**src/sv/modular_exponentiation_core_defines.svh**
```systemverilog
// assertion macros shared by the modular exponentiation core
`ifndef MODULAR_EXPONENTIATION_CORE_DEFINES_SVH
`define MODULAR_EXPONENTIATION_CORE_DEFINES_SVH

// same-cycle implication, checked outside reset
`define MEXP_ASSERT_NOW(label, ante, cons) \
  label: assert property (@(posedge clk) disable iff (rst) (ante) |-> (cons)) \
    else $error("modexp core: check failed");

// next-cycle implication, checked outside reset
`define MEXP_ASSERT_NEXT(label, ante, cons) \
  label: assert property (@(posedge clk) disable iff (rst) (ante) |=> (cons)) \
    else $error("modexp core: check failed");

`endif

```
**src/sv/mexp_pkg.sv**
```systemverilog
package mexp_pkg;

  // field widths
  localparam int VALUE_W = 8;
  localparam int EXP_W   = 16;
  localparam int MOD_W   = 9;

  // multiplier operand bits consumed per cycle
  localparam int DIGIT_W   = 2;
  localparam int STEPS     = VALUE_W / DIGIT_W;
  localparam int STEP_CNT_W = (STEPS > 1) ? $clog2(STEPS) : 1;
  localparam logic [STEP_CNT_W-1:0] STEP_LAST = STEP_CNT_W'(STEPS - 1);

  // configuration port
  localparam int CFG_INDEX_W = 2;
  localparam int CFG_DATA_W  = 16;
  localparam logic [CFG_INDEX_W-1:0] CFG_EXPONENT = CFG_INDEX_W'(0);
  localparam logic [CFG_INDEX_W-1:0] CFG_MODULUS  = CFG_INDEX_W'(1);

  // modulus range and reset values
  localparam logic [MOD_W-1:0] MOD_MIN   = MOD_W'(2);
  localparam logic [MOD_W-1:0] MOD_MAX   = MOD_W'(256);
  localparam logic [MOD_W-1:0] MOD_RESET = MOD_W'(253);
  localparam logic [EXP_W-1:0] EXP_RESET = '0;

  typedef enum logic [1:0] {
    S_IDLE,
    S_STEP,
    S_LOAD,
    S_FINISH
  } state_t;

  // control of one modular multiplier
  typedef struct packed {
    logic load;
    logic step;
  } mm_ctrl_t;

endpackage

```
**src/sv/mexp_mulmod.sv**
```systemverilog
module mexp_mulmod import mexp_pkg::*; (
  input  logic               clk,
  input  mm_ctrl_t           ctrl,
  input  logic [VALUE_W-1:0] a,
  input  logic [VALUE_W-1:0] b,
  input  logic [MOD_W-1:0]   m,
  output logic [VALUE_W-1:0] r
);

  logic [VALUE_W-1:0] a_reg;
  logic [VALUE_W-1:0] b_sh;
  logic [VALUE_W-1:0] r_next;

  // one radix-2 step: r = (2r + bit*a) mod m, with r, a below m
  function automatic logic [VALUE_W-1:0] bit_step(
    input logic [VALUE_W-1:0] rin,
    input logic               bin,
    input logic [VALUE_W-1:0] ain,
    input logic [MOD_W-1:0]   min
  );
    logic [MOD_W:0] t;
    logic [MOD_W:0] m1;
    logic [MOD_W:0] m2;
    t  = {1'b0, rin, 1'b0} + (bin ? {2'b00, ain} : '0);
    m1 = {1'b0, min};
    m2 = {min, 1'b0};
    if (t >= m2) begin
      t = t - m2;
    end else if (t >= m1) begin
      t = t - m1;
    end
    return t[VALUE_W-1:0];
  endfunction

  // one digit of b, most significant bit first
  always_comb begin
    r_next = r;
    for (int i = 0; i < DIGIT_W; i++) begin
      r_next = bit_step(r_next, b_sh[VALUE_W-1-i], a_reg, m);
    end
  end

  // operand and partial result registers
  always_ff @(posedge clk) begin
    if (ctrl.load) begin
      a_reg <= a;
      b_sh  <= b;
      r     <= '0;
    end else if (ctrl.step) begin
      b_sh  <= b_sh << DIGIT_W;
      r     <= r_next;
    end
  end

endmodule

```
**src/sv/modular_exponentiation_core.sv**
```systemverilog
// one item at a time: item_stall stays high until the result of the last item is loaded
//   into the output register; two 2-bit-per-cycle modular multipliers do the multiply
//   and the square of each exponent bit in the step state, then the load state updates
//   the accumulator and the square; bits above the highest set exponent bit are skipped
// reset: synchronous, clears control, exponent to 0 and modulus to 253
module modular_exponentiation_core import mexp_pkg::*; (
  input  logic                   clk,
  input  logic                   rst,
  input  logic                   cfg_valid,
  output logic                   cfg_ready,
  input  logic [CFG_INDEX_W-1:0] cfg_index,
  input  logic [CFG_DATA_W-1:0]  cfg_data,
  input  logic                   item_valid,
  output logic                   item_stall,
  input  logic [VALUE_W-1:0]     value,
  output logic                   result_valid,
  input  logic                   result_stall,
  output logic [VALUE_W-1:0]     residue
);

`include "modular_exponentiation_core_defines.svh"

  state_t                state;
  state_t                state_next;
  logic [EXP_W-1:0]      exponent;
  logic [MOD_W-1:0]      modulus;
  logic [MOD_W-1:0]      m_eff;
  logic [EXP_W:0]        exp_sh;
  logic [EXP_W:0]        exp_rem;
  logic [VALUE_W-1:0]    acc;
  logic [VALUE_W-1:0]    acc_next;
  logic [STEP_CNT_W-1:0] cnt;
  logic                  out_load;

  mm_ctrl_t              ctrl;
  logic [VALUE_W-1:0]    a0, b0, r0;
  logic [VALUE_W-1:0]    a1, b1, r1;

  assign cfg_ready = 1'b1;

  // clamp the modulus into its legal range
  always_comb begin
    if (modulus < MOD_MIN) begin
      m_eff = MOD_MIN;
    end else if (modulus > MOD_MAX) begin
      m_eff = MOD_MAX;
    end else begin
      m_eff = modulus;
    end
  end

  // multiplier 0 forms acc*sq, multiplier 1 forms sq*sq
  mexp_mulmod u_mul_acc (
    .clk  (clk),
    .ctrl (ctrl),
    .a    (a0),
    .b    (b0),
    .m    (m_eff),
    .r    (r0)
  );

  mexp_mulmod u_mul_sq (
    .clk  (clk),
    .ctrl (ctrl),
    .a    (a1),
    .b    (b1),
    .m    (m_eff),
    .r    (r1)
  );

  // next state
  always_comb begin
    state_next = state;
    case (state)
      S_IDLE: begin
        if (item_valid) state_next = S_STEP;
      end
      S_STEP: begin
        if (cnt == STEP_LAST) state_next = S_LOAD;
      end
      S_LOAD: begin
        state_next = (exp_rem == '0) ? S_FINISH : S_STEP;
      end
      S_FINISH: begin
        if (!result_valid || !result_stall) state_next = S_IDLE;
      end
      default: begin
        state_next = S_IDLE;
      end
    endcase
  end

  // outputs and datapath control
  // the exponent shifter carries a dummy zero bit below bit 0, so the first
  // update takes value mod m from multiplier 1 as the first square
  always_comb begin
    item_stall = (state != S_IDLE);
    exp_rem    = exp_sh >> 1;
    acc_next   = exp_sh[0] ? r0 : acc;
    out_load   = 1'b0;
    ctrl       = '0;
    a0         = r1;
    b0         = acc_next;
    a1         = r1;
    b1         = r1;
    case (state)
      S_IDLE: begin
        ctrl.load = item_valid;
        a0        = VALUE_W'(1);
        b0        = '0;
        a1        = VALUE_W'(1);
        b1        = value;
      end
      S_STEP: begin
        ctrl.step = 1'b1;
      end
      S_LOAD: begin
        ctrl.load = (exp_rem != '0);
      end
      S_FINISH: begin
        out_load = !result_valid || !result_stall;
      end
      default: begin
        ctrl = '0;
      end
    endcase
  end

  // configuration registers
  always_ff @(posedge clk) begin
    if (rst) begin
      exponent <= EXP_RESET;
      modulus  <= MOD_RESET;
    end else if (cfg_valid && cfg_ready) begin
      case (cfg_index)
        CFG_EXPONENT: exponent <= cfg_data[EXP_W-1:0];
        CFG_MODULUS:  modulus  <= cfg_data[MOD_W-1:0];
        default:      ;
      endcase
    end
  end

  // control registers
  always_ff @(posedge clk) begin
    if (rst) begin
      state        <= S_IDLE;
      result_valid <= 1'b0;
    end else begin
      state <= state_next;
      if (out_load) begin
        result_valid <= 1'b1;
      end else if (!result_stall) begin
        result_valid <= 1'b0;
      end
    end
  end

  // exponent shifter, accumulator, digit counter, result
  always_ff @(posedge clk) begin
    case (state)
      S_IDLE: begin
        cnt <= '0;
        if (item_valid) begin
          exp_sh <= {exponent, 1'b0};
          acc    <= VALUE_W'(1);
        end
      end
      S_STEP: begin
        cnt <= cnt + STEP_CNT_W'(1);
      end
      S_LOAD: begin
        cnt    <= '0;
        exp_sh <= exp_rem;
        acc    <= acc_next;
      end
      default: begin
        cnt <= '0;
      end
    endcase
    if (out_load) begin
      residue <= acc;
    end
  end

  // checks
  `MEXP_ASSERT_NEXT(a_accept_starts, item_valid && !item_stall, state == S_STEP)
  `MEXP_ASSERT_NOW(a_acc_reduced, state != S_IDLE, {1'b0, acc} < m_eff)
  `MEXP_ASSERT_NOW(a_finish_exp_done, state == S_FINISH, exp_sh == '0)

endmodule

```
**config.mk**
```make
export PLATFORM = sky130hd
export DESIGN_NAME = modular_exponentiation_core
export DESIGN_NICKNAME = d
export VERILOG_FILES = /design/src/sv/mexp_pkg.sv /design/src/sv/mexp_mulmod.sv /design/src/sv/modular_exponentiation_core.sv
export VERILOG_INCLUDE_DIRS = /design/src /design/src/sv
export SDC_FILE = /design/constraint.sdc
export NUM_CORES = 1
export LEC_CHECK = 0
export ABC_CLOCK_PERIOD_IN_PS = 15750
export BUFFER_PORTS_ARGS = -buffer_cell sky130_fd_sc_hd__buf_2
export CAP_MARGIN = 20
export CELL_PAD_IN_SITES_DETAIL_PLACEMENT = 2
export CELL_PAD_IN_SITES_GLOBAL_PLACEMENT = 2
export CORE_MARGIN = 2
export CORE_UTILIZATION = 42
export CTS_CLUSTER_DIAMETER = 40
export DETAILED_ROUTE_END_ITERATION = 10
export PLACE_DENSITY_LB_ADDON = 0.05
export SKIP_CTS_REPAIR_TIMING = 1
export SYNTH_ARGS = -nofsm -noshare
export SYNTH_HDL_FRONTEND = slang
export SYNTH_SLANG_ARGS = --single-unit
```
**constraint.sdc**
```tcl
create_clock -name clk -period 15.75 [get_ports clk]
set_input_delay 1.575 -clock clk [delete_from_list [all_inputs] [get_ports clk]]
set_output_delay 1.575 -clock clk [all_outputs]
set_load 0.05 [all_outputs]
```
==> summary.txt, run 1 <==
Detailed routing
  – Initial DRC count: 254
  – Routed wire per std cell: 22.33 µm
  – Via density per instance: 5.832
  – Post-route ant nets: 0
  – Total wire length: 28.87 mm
  – Vias: 7541
  – First-pass DRT Iterations: 7
  – # DRC: 0

Timing
  – Fin crit period: 8.275 ns
  – Fin Hold WS: 0.4387 ns
  – Fin. max-slew vios: 0
  – Clock Skews: 0.01150 ns
  – Max_slew headroom: 0.2802
  – Worst-Margin Slew: 1.071 ns
  – Finish-stage setup viols: 0
  – Fmax: 120.8 MHz
  – RSZ-0062 raised after global routing: no
  – Fin. Hold Viols: 0
  – Setup TNS: 0 ns
  – Period utilisation layout: 0.5254

Logic synthesis
  – Adder-cell share of the synthesized area: 0.1784
  – Net Count, Synth: 1126
  – Post-Synth Simple-Gate Area: 0.1928
  – Fraction of registers with async set/reset: 0
  – Synth Flop Type: edfxtp_1
  – Xor/xnor share of the synthesized area: 0.05708
  – Cells after Synth: 983
  – Post-synthesis sequential area ratio: 0.3064
  – Yosys warnings: 0
  – Post-synth EDFFs: 57
  – Mux share of post-synthesis cell area: 0.03014
  – Complex-gate fraction of the synthesized area: 0.2042
  – Synthesized cell area: 8592 µm²
  – Main combinational cell family by area after synthesis: compound AO/OA/AOI/OAI gates
  – Synth Area per Inst: 8.741 µm²
  – Distinct cells, synth: 72
  – Synth Register Bits: 103

CTS
  – CTS H-tree depth: 3
  – Clock Pin Slew Worst Setup and Hold Paths: 0.08 ns
  – Clock latency on the worst-skew pair: 0.37 ns
  – Clock sink total: 103
  – CTS tree: built
  – Clk root buf: clkbuf_16
  – CTS buffer count: 9
  – CTS Buffer Depth: 2

Worst setup path
  – Crit path largest cell delay: 0.59 ns
  – R2R Path Start: u_mul_sq.b_sh[7]
  – Critical Path End Type: flop
  – CP max-delay cell: a21boi_2
  – RR Endpoint: u_mul_sq.r[0]
  – Most used cell, CP: a21o_1
  – Crit-path max FO: 19
  – Startpoint Class: flop
  – R2r setup slk: 7.48 ns
  – Worst EP required: 16.00 ns
  – R2r worst-path depth: 29
  – Crit path arrival time: 8.53 ns
  – Kind of critical path: reg2reg
  – Worst Setup SP: u_mul_sq.b_sh[7]

Die
  – Die H: 147.0 µm
  – Num rows: 52
  – Core box area: 20170 µm²
  – Horiz. Die Dim: 147.0 µm
  – I/O pin total: 42
  – Die Footprint: 21620 µm²
  – Initial Utilization: 0.4260

Cells and area
  – Area of the multi-input gates: 5708 µm²
  – Most frequent cells in the layout: 148 x nand2_1, 100 x ha_1, 91 x a21oi_1
  – Area grow syn2layout: 9.902%
  – Layout cells sized above 1: 0.08700
  – Number of fillers in the final layout: 2276
  – Final-stage net count: 1161
  – Largest reg by FF count: exp_sh
  – Most common cell after layout, fill and taps aside: nand2_1
  – Seq. cell area: 2633 µm²
  – Largest register FFs: 17
  – N_diodes: 0
  – Final core utilization: 0.4682
  – Biggest regs: exp_sh (17), exponent (16), modulus (9)

Min path
  – Hold Crit Endpoint: cnt[0]
  – Min-Delay Path Class: reg2reg
  – Hold path startpoint: cnt[0]
  – Hold path depth: 1

GRT
  – Largest net degree at the start of global routing: 32
  – Total grt overflow: 0
  – All-Layer GR Usage: 0.2746
  – First-pass GRT wire length: 46.03 mm
  – Vias in the first global route: 8176
  – Initial antenna violation count: 0

Place
  – Placer Congestion: 0.8518
  – DP HPWL: 22.51 mm
  – IO buf count: 40

Status
  – Status: completed

Power and ir drop
  – Peak VDD IR: 0.1643 mV
  – Pwr Density: 229.0 nW/µm²
  – Static leakage: 4.223 nW

Run
  – Max-cap check violation count: 0
critical path: cells and delay by family, from the launching register on:
family	cells	cell delay [ns]
compound gates	16	4.09
fa+ha+maj	6	2.02
simple gates	5	1.16
flops	1	0.52
xor+xnor	1	0.24
buf+inv	1	0.10
per-layer routing:
metal / vias up / wire (µm) / GRT usage
met4: 0 / 703 / 0.08654
met1: 3755 / 12550 / 0.3431
met2: 126 / 14720 / 0.4944
met3: 44 / 898 / 0.03385
met5: - / 0 / 0
li1: 3616 / - / -
cells in the mapped netlist, drive strengths merged, types with 11 or more instances:
| master | number | area share |
|---|---|---|
| a21o | 27 | 0.024 |
| nand3 | 20 | 0.012 |
| nand2 | 148 | 0.065 |
| edfxtp | 57 | 0.20 |
| o221ai | 11 | 0.012 |
| fa | 12 | 0.028 |
| nor2 | 55 | 0.024 |
| nand2b | 14 | 0.010 |
| and2 | 39 | 0.028 |
| dfxtp | 46 | 0.11 |
| mux2i | 18 | 0.021 |
| nor2b | 23 | 0.017 |
| o21ai | 51 | 0.030 |
| nor3 | 13 | 0.0076 |
| ha | 100 | 0.15 |
| a21oi | 93 | 0.055 |
| inv | 40 | 0.017 |
| clkbuf | 24 | 0.010 |
| xor2 | 18 | 0.018 |
| xnor2 | 38 | 0.039 |
| o21a | 15 | 0.013 |
worst max-delay path by stage:
stage / cells after the start / slack (ns) / end
finish: 29 / 7.48 / u_mul_sq.r[0]
global route: 29 / 6.93 / u_mul_sq.r[0]
CTS: 29 / 7.50 / u_mul_sq.r[0]
detailed placement: 28 / 7.61 / u_mul_sq.r[0]
global placement: 28 / 7.74 / u_mul_sq.r[0]
floorplan: 31 / 8.93 / u_mul_sq.r[0]
final cells by class:
cell class,instances,area share
Inverter,40,0.01590
Clock buffer,9,0.02385
Timing Repair Buffer,51,0.03034
Multi-Input combinational cell,813,0.6045
Tap cell,270,0.03578
Sequential cell,103,0.2788
Clock inverter,7,0.01087
cells by family (layout without fill, tap and decap cells):
logic type / after synthesis / in the layout
and+or+nand+nor: 347 / 347
AOI/OAI and AO/OA: 268 / 268
adders and majority gates: 116 / 116
DFF: 103 / 103
buffers and inverters: 67 / 107
xor gates and xnor gates: 56 / 56
muxes: 25 / 25
other: 1 / 1
power by group:
group          total, mW  leakage (nW)  switching, mW  internal, mW
clock              0.249         0.159          0.120         0.129
combinational       1.55          3.12          0.909         0.645
sequential         0.360         0.939         0.0416         0.319
total               2.16          4.22           1.07          1.09
per-stage QoR:
stage	area [µm²]	cells	setup WS, ns	power (mW)
6_report	9443	1293	7.475	2.163
5_1_grt	9443	1293	6.932	2.348
4_1_cts	9432	1292	7.501	2.173
3_5_place_dp	9104	1276	7.614	1.903
3_3_place_gp	9104	1276	7.735	1.828
2_1_floorplan	8592	983	8.931	1.515
Note: power is estimated with default switching activity, not from simulation.
==> run 2: changes to the inputs <==
ABC_AREA = 1   (was unset)
ABC_CLOCK_PERIOD_IN_PS = 6700   (was 15750)
CORE_UTILIZATION = 33   (was 42)
clock period = 6.7 ns   (was 15.75 ns; I/O delays follow)
==> run 2 against run 1 <==
Count of clock-buffer cells in the layout unchanged. Register-to-register slack worse by 7.2 ns. Area after synthesis up 2.0%. Largest cell class unchanged.
==> summary.txt, run 2 <==
Status
  – Status: completed

Detailed routing
  – Vias: 8309 (+10%)
  – First-pass DRT Iterations: 5 (-2)
  – # DRC: 0 (unchanged)
  – Via density per instance: 5.177 (-11%)
  – Post-route ant nets: 0 (unchanged)
  – Routed wire per std cell: 20.00 µm (-10%)
  – Initial DRC count: 346 (+36%)
  – Total wire length: 32.10 mm (+11%)

Place
  – DP HPWL: 25.97 mm (+15%)
  – IO buf count: 40 (unchanged)
  – Placer Congestion: 0.8359 (-1.9%)
  – DP Cell Count: 1565 (+23%)
  – Post-Place Worst Slack: 0.01649 ns (-7.597 ns)

Worst setup path
  – Critical Path End Type: flop
  – CP max-delay cell: edfxtp_1
  – Crit path arrival time: 6.62 ns (-1.91 ns)
  – Crit-path max FO: 7 (-12)
  – Most used cell, CP: nand2_1
  – Crit path largest cell delay: 0.45 ns (-0.14 ns)
  – Startpoint Class: flop
  – R2r setup slk: 0.31 ns (-7.16 ns)
  – Worst EP required: 6.93 ns (-9.07 ns)
  – Kind of critical path: reg2reg

CTS
  – CTS Buffer Depth: 2 (unchanged)
  – Clock latency on the worst-skew pair: 0.36 ns (about the same)
  – Clk root buf: clkbuf_16
  – Clock sink total: 103 (unchanged)
  – CTS tree: built
  – Clock Pin Slew Worst Setup and Hold Paths: 0.08 ns (about the same)
  – CTS buffer count: 9 (unchanged)
  – CTS H-tree depth: 3 (unchanged)

Cells and area
  – N_diodes: 0 (unchanged)
  – Most common cell after layout, fill and taps aside: nand2_1
  – Final core utilization: 0.3935 (-0.07465)
  – Most frequent cells in the layout: 266 x nand2_1, 151 x inv_1, 98 x nor2_1
  – Biggest regs: exp_sh (17), exponent (16), modulus (9)
  – Number of fillers in the final layout: 3078 (+35%)
  – Non-Filler Instances: 1605 (+24%)
  – Layout cells sized above 1: 0.1512 (+0.06418)
  – Final-stage net count: 1408 (+21%)
  – Largest reg by FF count: exp_sh
  – Area grow syn2layout: 17.04%
  – Largest register FFs: 17 (unchanged)

Die
  – Core box area: 26060 µm² (+29%)
  – Horiz. Die Dim: 166.9 µm (+14%)
  – I/O pin total: 42 (unchanged)
  – Num rows: 59 (+13%)
  – Die H: 166.9 µm (+14%)
  – Initial Utilization: 0.3362 (-0.08975)
  – Die Footprint: 27870 µm² (+29%)

Run
  – Max-cap check violation count: 0 (unchanged)

Timing
  – Finish-stage setup viols: 0 (unchanged)
  – Setup slack after layout: 0.3141 ns (-7.161 ns)
  – Max_slew headroom: 0.4201 (+0.1399)
  – Clock Skews: 0.01699 ns (+0.005489 ns)
  – Fin. max-slew vios: 0 (unchanged)
  – Fin. Hold Viols: 0 (unchanged)
  – Fmax: 156.6 MHz (+30%)
  – Worst-Margin Slew: 0.8689 ns (-0.2026 ns)
  – Fin crit period: 6.386 ns (-1.889 ns)
  – Period utilisation layout: 0.9531 (+0.4277)

Logic synthesis
  – Fraction of registers with async set/reset: 0 (unchanged)
  – Cells taking the most area after synthesis: edfxtp_1 20%, ha_1 14%, nand2_1 11%
  – Top cell type's share of synthesized area: 0.1953 (-0.003869)
  – Post-synth top area cell: edfxtp_1
  – Synth Area per Inst: 7.438 µm² (-15%)
  – Yosys warnings: 0 (unchanged)
  – Net Count, Synth: 1321 (+17%)
  – Distinct cells, synth: 50 (-31%)
  – Cells after Synth: 1178 (+20%)
  – Top-count cell post-synth: nand2_1
  – Post-synth EDFFs: 57 (unchanged)
  – Synth cell count leaders: 268 x nand2_1, 155 x inv_1, 100 x ha_1, 98 x nor2_1, 92 x a21oi_1
  – Synthesized cell area: 8762 µm² (+2.0%)
  – Synth Register Bits: 103 (unchanged)
  – Post-synthesis sequential area ratio: 0.3004 (-0.005950)
  – Synth Flop Type: edfxtp_1

GRT
  – Vias in the first global route: 8770 (+7.3%)
  – Total grt overflow: 0 (unchanged)
  – Initial antenna violation count: 0 (unchanged)
  – Largest net degree at the start of global routing: 36 (+13%)
  – First-pass GRT wire length: 49.92 mm (+8.5%)
  – All-Layer GR Usage: 0.2294 (-0.04519)

Min path
  – Min-Delay Path Class: reg2reg
[run 2: cell types whose count changed in the layout (fill, tap and decap cells not counted), moves of 14 or more]
cell	before	now
nand2_1	148	266
inv_1	39	151
nand3_1	20	72
buf_4	10	57
nor2_1	53	98
and2_1	38	1
o21ai_0	47	79
nor2b_1	23	0
xnor2_1	38	15
a21o_1	27	6
xor2_1	18	34
nand2b_1	14	0
o21a_1	15	1
[run 2: final timing paths]
path                                        start        endpoint  cells past startpoint
worst min-delay path                       cnt[0]          cnt[0]                      1
worst max-delay path            u_mul_acc.b_sh[7]  u_mul_acc.r[5]                     41
worst min register to register             cnt[0]          cnt[0]                      1
worst max register to register  u_mul_acc.b_sh[7]  u_mul_acc.r[5]                     41
[run 2: stage by stage]
step / cell area, µm² / TNS, ns / hold slack, ns
2_1_floorplan: 8762 / 0 / 0.3992
3_3_place_gp: 9543 / 0 / 0.4219
3_5_place_dp: 9543 / 0 / 0.4218
4_1_cts: 9866 / -0.05561 / 0.4398
5_1_grt: 10250 / -0.6163 / 0.4713
6_report: 10250 / 0 / 0.4350
[run 2: worst max-delay path: cells and delay by family, from the launching register on]
kind                       cells  cell delay, ns
buffers and inverters          6            0.88
DFF                            1            0.45
adders and majority gates      4            1.13
xor gates and xnor gates       2            0.44
AOI/OAI and AO/OA             15            2.11
and+or+nand+nor               14            1.23
[run 2: area by class of cell]
class / instances / area [µm²] / area share
inverters: 159 / 600.6 / 0.05857
well taps: 335 / 419.2 / 0.04087
clock buffers: 9 / 225.2 / 0.02196
flip-flops and latches: 103 / 2633 / 0.2567
repair buffers: 100 / 670.6 / 0.06540
clock inverters: 7 / 97.59 / 0.009517
multi-input cells: 892 / 5609 / 0.5470
[run 2: logic make-up after synthesis]
family          share of synthesized area
simple gates                       0.2369
other cells                     0.0004280
flops                              0.3004
fa+ha+maj                          0.1702
xor+xnor                          0.05398
mux                              0.005712
compound gates                     0.1505
buf+inv                           0.08182
[run 2: metal layers]
layer / global-route usage / vias up / share of wire
met4: 0.04535 / 0 / 0.015
met3: 0.01877 / 25 / 0.022
met2: 0.3888 / 93 / 0.47
li1: - / 4095 / -
met5: 0 / - / 0
met1: 0.3206 / 4096 / 0.49
Power of run 2 is left out: the tool's default activity adds up to more than one toggle a clock period on the data nets, which glitch-free logic cannot reach.
==> run 3: changes to the inputs <==
SETUP_SLACK_MARGIN = 0.5   (was unset)
SLEW_MARGIN = 20   (was unset)
==> run 3 against run 2 <==
Count of clock-buffer cells in the layout grew 1. Sequential share of layout area shrank 1.3 points. Wire length is 0.33% lower. Flip-flop and latch count is the same.
==> summary.txt, run 3 (synthesis gave the netlist of run 2 again) <==
Status
  – Status: completed

GRT
  – Largest net degree at the start of global routing: 37 (+2.8%)
  – Initial antenna violation count: 4 (+4)
  – All-Layer GR Usage: 0.2207 (-0.008626)
  – Vias in the first global route: 8761 (-0.10%)
  – Total grt overflow: 0 (unchanged)
  – First-pass GRT wire length: 48.76 mm (-2.3%)

CTS
  – Clk root buf: clkbuf_16
  – CTS buffer count: 9 (unchanged)
  – Clock latency on the worst-skew pair: 0.35 ns (about the same)
  – CTS Buffer Depth: 2 (unchanged)
  – CTS H-tree depth: 3 (unchanged)
  – CTS tree: built
  – Clock Pin Slew Worst Setup and Hold Paths: 0.07 ns (about the same)
  – Clock sink total: 103 (unchanged)

Die
  – Initial Utilization: 0.3362 (unchanged)
  – Core box area: 26060 µm² (unchanged)
  – Die H: 166.9 µm (unchanged)
  – I/O pin total: 42 (unchanged)
  – Horiz. Die Dim: 166.9 µm (unchanged)
  – Num rows: 59 (unchanged)
  – Die Footprint: 27870 µm² (unchanged)

Timing
  – Worst-Margin Slew: 1.044 ns (+0.1755 ns)
  – Setup TNS: 0 ns (unchanged)
  – Fmax: 157.9 MHz (+0.81%)
  – Fin. max-slew vios: 0 (unchanged)
  – Fin. Hold Viols: 0 (unchanged)
  – Finish-stage setup viols: 0 (unchanged)
  – Clock Skews: 0.01012 ns (-0.006866 ns)
  – RSZ-0062 raised after global routing: yes
  – Max_slew headroom: 0.2994 (-0.1207)
  – Fin crit period: 6.335 ns (-0.05133 ns)
  – Period utilisation layout: 0.9455 (-0.007661)

Worst setup path
  – Worst EP required: 6.98 ns (+0.05 ns)
  – Startpoint Class: flop
  – R2R Path Start: u_mul_acc.b_sh[7]
  – R2r setup slk: 0.37 ns (+0.05 ns)
  – Critical Path End Type: flop
  – R2r worst-path depth: 42 (+2.4%)
  – Kind of critical path: reg2reg
  – RR Endpoint: u_mul_acc.r[4]
  – CP max-delay cell: edfxtp_1
  – Crit path arrival time: 6.61 ns (about the same)
  – Crit path largest cell delay: 0.48 ns (+0.03 ns)
  – Crit-path max FO: 8 (+1)

Cells and area
  – Non-Filler Instances: 1618 (+0.81%)
  – Most frequent cells in the layout: 254 x nand2_1, 146 x inv_1, 91 x nor2_1
  – Biggest regs: exp_sh (17), exponent (16), modulus (9)
  – Largest reg by FF count: exp_sh
  – Area grow syn2layout: 23.13%
  – Most common cell after layout, fill and taps aside: nand2_1
  – Layout cells sized above 1: 0.2166 (+0.06539)
  – Number of fillers in the final layout: 3042 (-1.2%)
  – Final-stage net count: 1417 (+0.64%)
  – Largest register FFs: 17 (unchanged)

Min path
  – Hold path startpoint: cnt[0]
  – Hold Crit Endpoint: cnt[0]
  – Min-Delay Path Class: reg2reg
  – Hold path depth: 1 (unchanged)

Place
  – IO buf count: 40 (unchanged)
  – Placer Congestion: 0.8133 (-2.7%)
  – DP HPWL: 24.79 mm (-4.5%)
  – DP Cell Count: 1561 (-0.26%)

Run
  – Max-cap check violation count: 0 (unchanged)

Detailed routing
  – Vias: 8335 (+0.31%)
  – Initial DRC count: 390 (+13%)
  – Post-route ant nets: 0 (unchanged)
  – # DRC: 0 (unchanged)
  – Total wire length: 31.99 mm (-0.33%)
  – First-pass DRT Iterations: 4 (-1)
  – Via density per instance: 5.151 (-0.49%)
  – Routed wire per std cell: 19.77 µm (-1.1%)
## run 3: cell types whose count changed in the layout (fill, tap and decap cells not counted), sizes merged
| cell | delta |
|---|---|
| bufinv | -1 |
| inv | -1 |
| clkbuf | +1 |
| clkdlybuf4s15 | -1 |
| diode | +4 |
| buf | +10 |
| clkinv | +1 |
## run 3: worst max path at each step
stage | start | endpoint | slack, ns | depth (start not counted)
CTS | u_mul_acc.b_sh[7] | u_mul_acc.r[0] | -0.18 | 39
finish | u_mul_acc.b_sh[7] | u_mul_acc.r[4] | 0.37 | 42
global placement | u_mul_acc.b_sh[7] | u_mul_acc.r[0] | -0.01 | 41
detailed placement | u_mul_acc.b_sh[7] | u_mul_acc.r[0] | -0.13 | 39
floorplan | modulus[5] | u_mul_acc.r[0] | 0.65 | 39
global route | u_mul_acc.b_sh[7] | u_mul_acc.r[3] | -0.17 | 42
## run 3: area by class of cell
class / count / area [µm²] / area share
repair buffers: 109 / 740.7 / 0.06865
clock buffers: 10 / 239.0 / 0.02215
well taps: 335 / 419.2 / 0.03885
inverters: 159 / 603.1 / 0.05590
multi-input cells: 892 / 6095 / 0.5649
diodes: 4 / 10.01 / 0.0009278
clock inverters: 6 / 50.05 / 0.004639
flip-flops and latches: 103 / 2633 / 0.2440
## run 3: layer usage
metal | routed length (µm) | vias to the layer above | track usage
li1 | - | 4128 | -
met1 | 14950 | 4109 | 0.3024
met2 | 15980 | 72 | 0.3838
met3 | 727 | 26 | 0.02757
met4 | 344 | 0 | 0.02436
met5 | 0 | - | 0
## run 3: per-stage QoR
step	hold slack [ns]	utilization	area (µm²)	worst slack, ns
after floorplan	0.3992	-	8766	0.6508
after global placement	0.4121	0.3651	9513	-0.01297
after detailed placement	0.4317	0.3651	9513	-0.1326
after CTS	0.4445	0.3761	9802	-0.1798
after global routing	0.4715	0.4137	10780	-0.1693
final	0.4462	0.4140	10790	0.3654
## run 3: critical path: cells and delay by family (launching register included)
kind | cells | cell delay, ns
flip-flops | 1 | 0.48
AND/OR/NAND/NOR | 15 | 1.10
adder cells (fa/ha/maj) | 5 | 1.42
AO/OA/AOI/OAI | 12 | 1.66
buffers and inverters | 8 | 1.07
XOR/XNOR | 2 | 0.49
Power of run 3 is left out for the same reason.
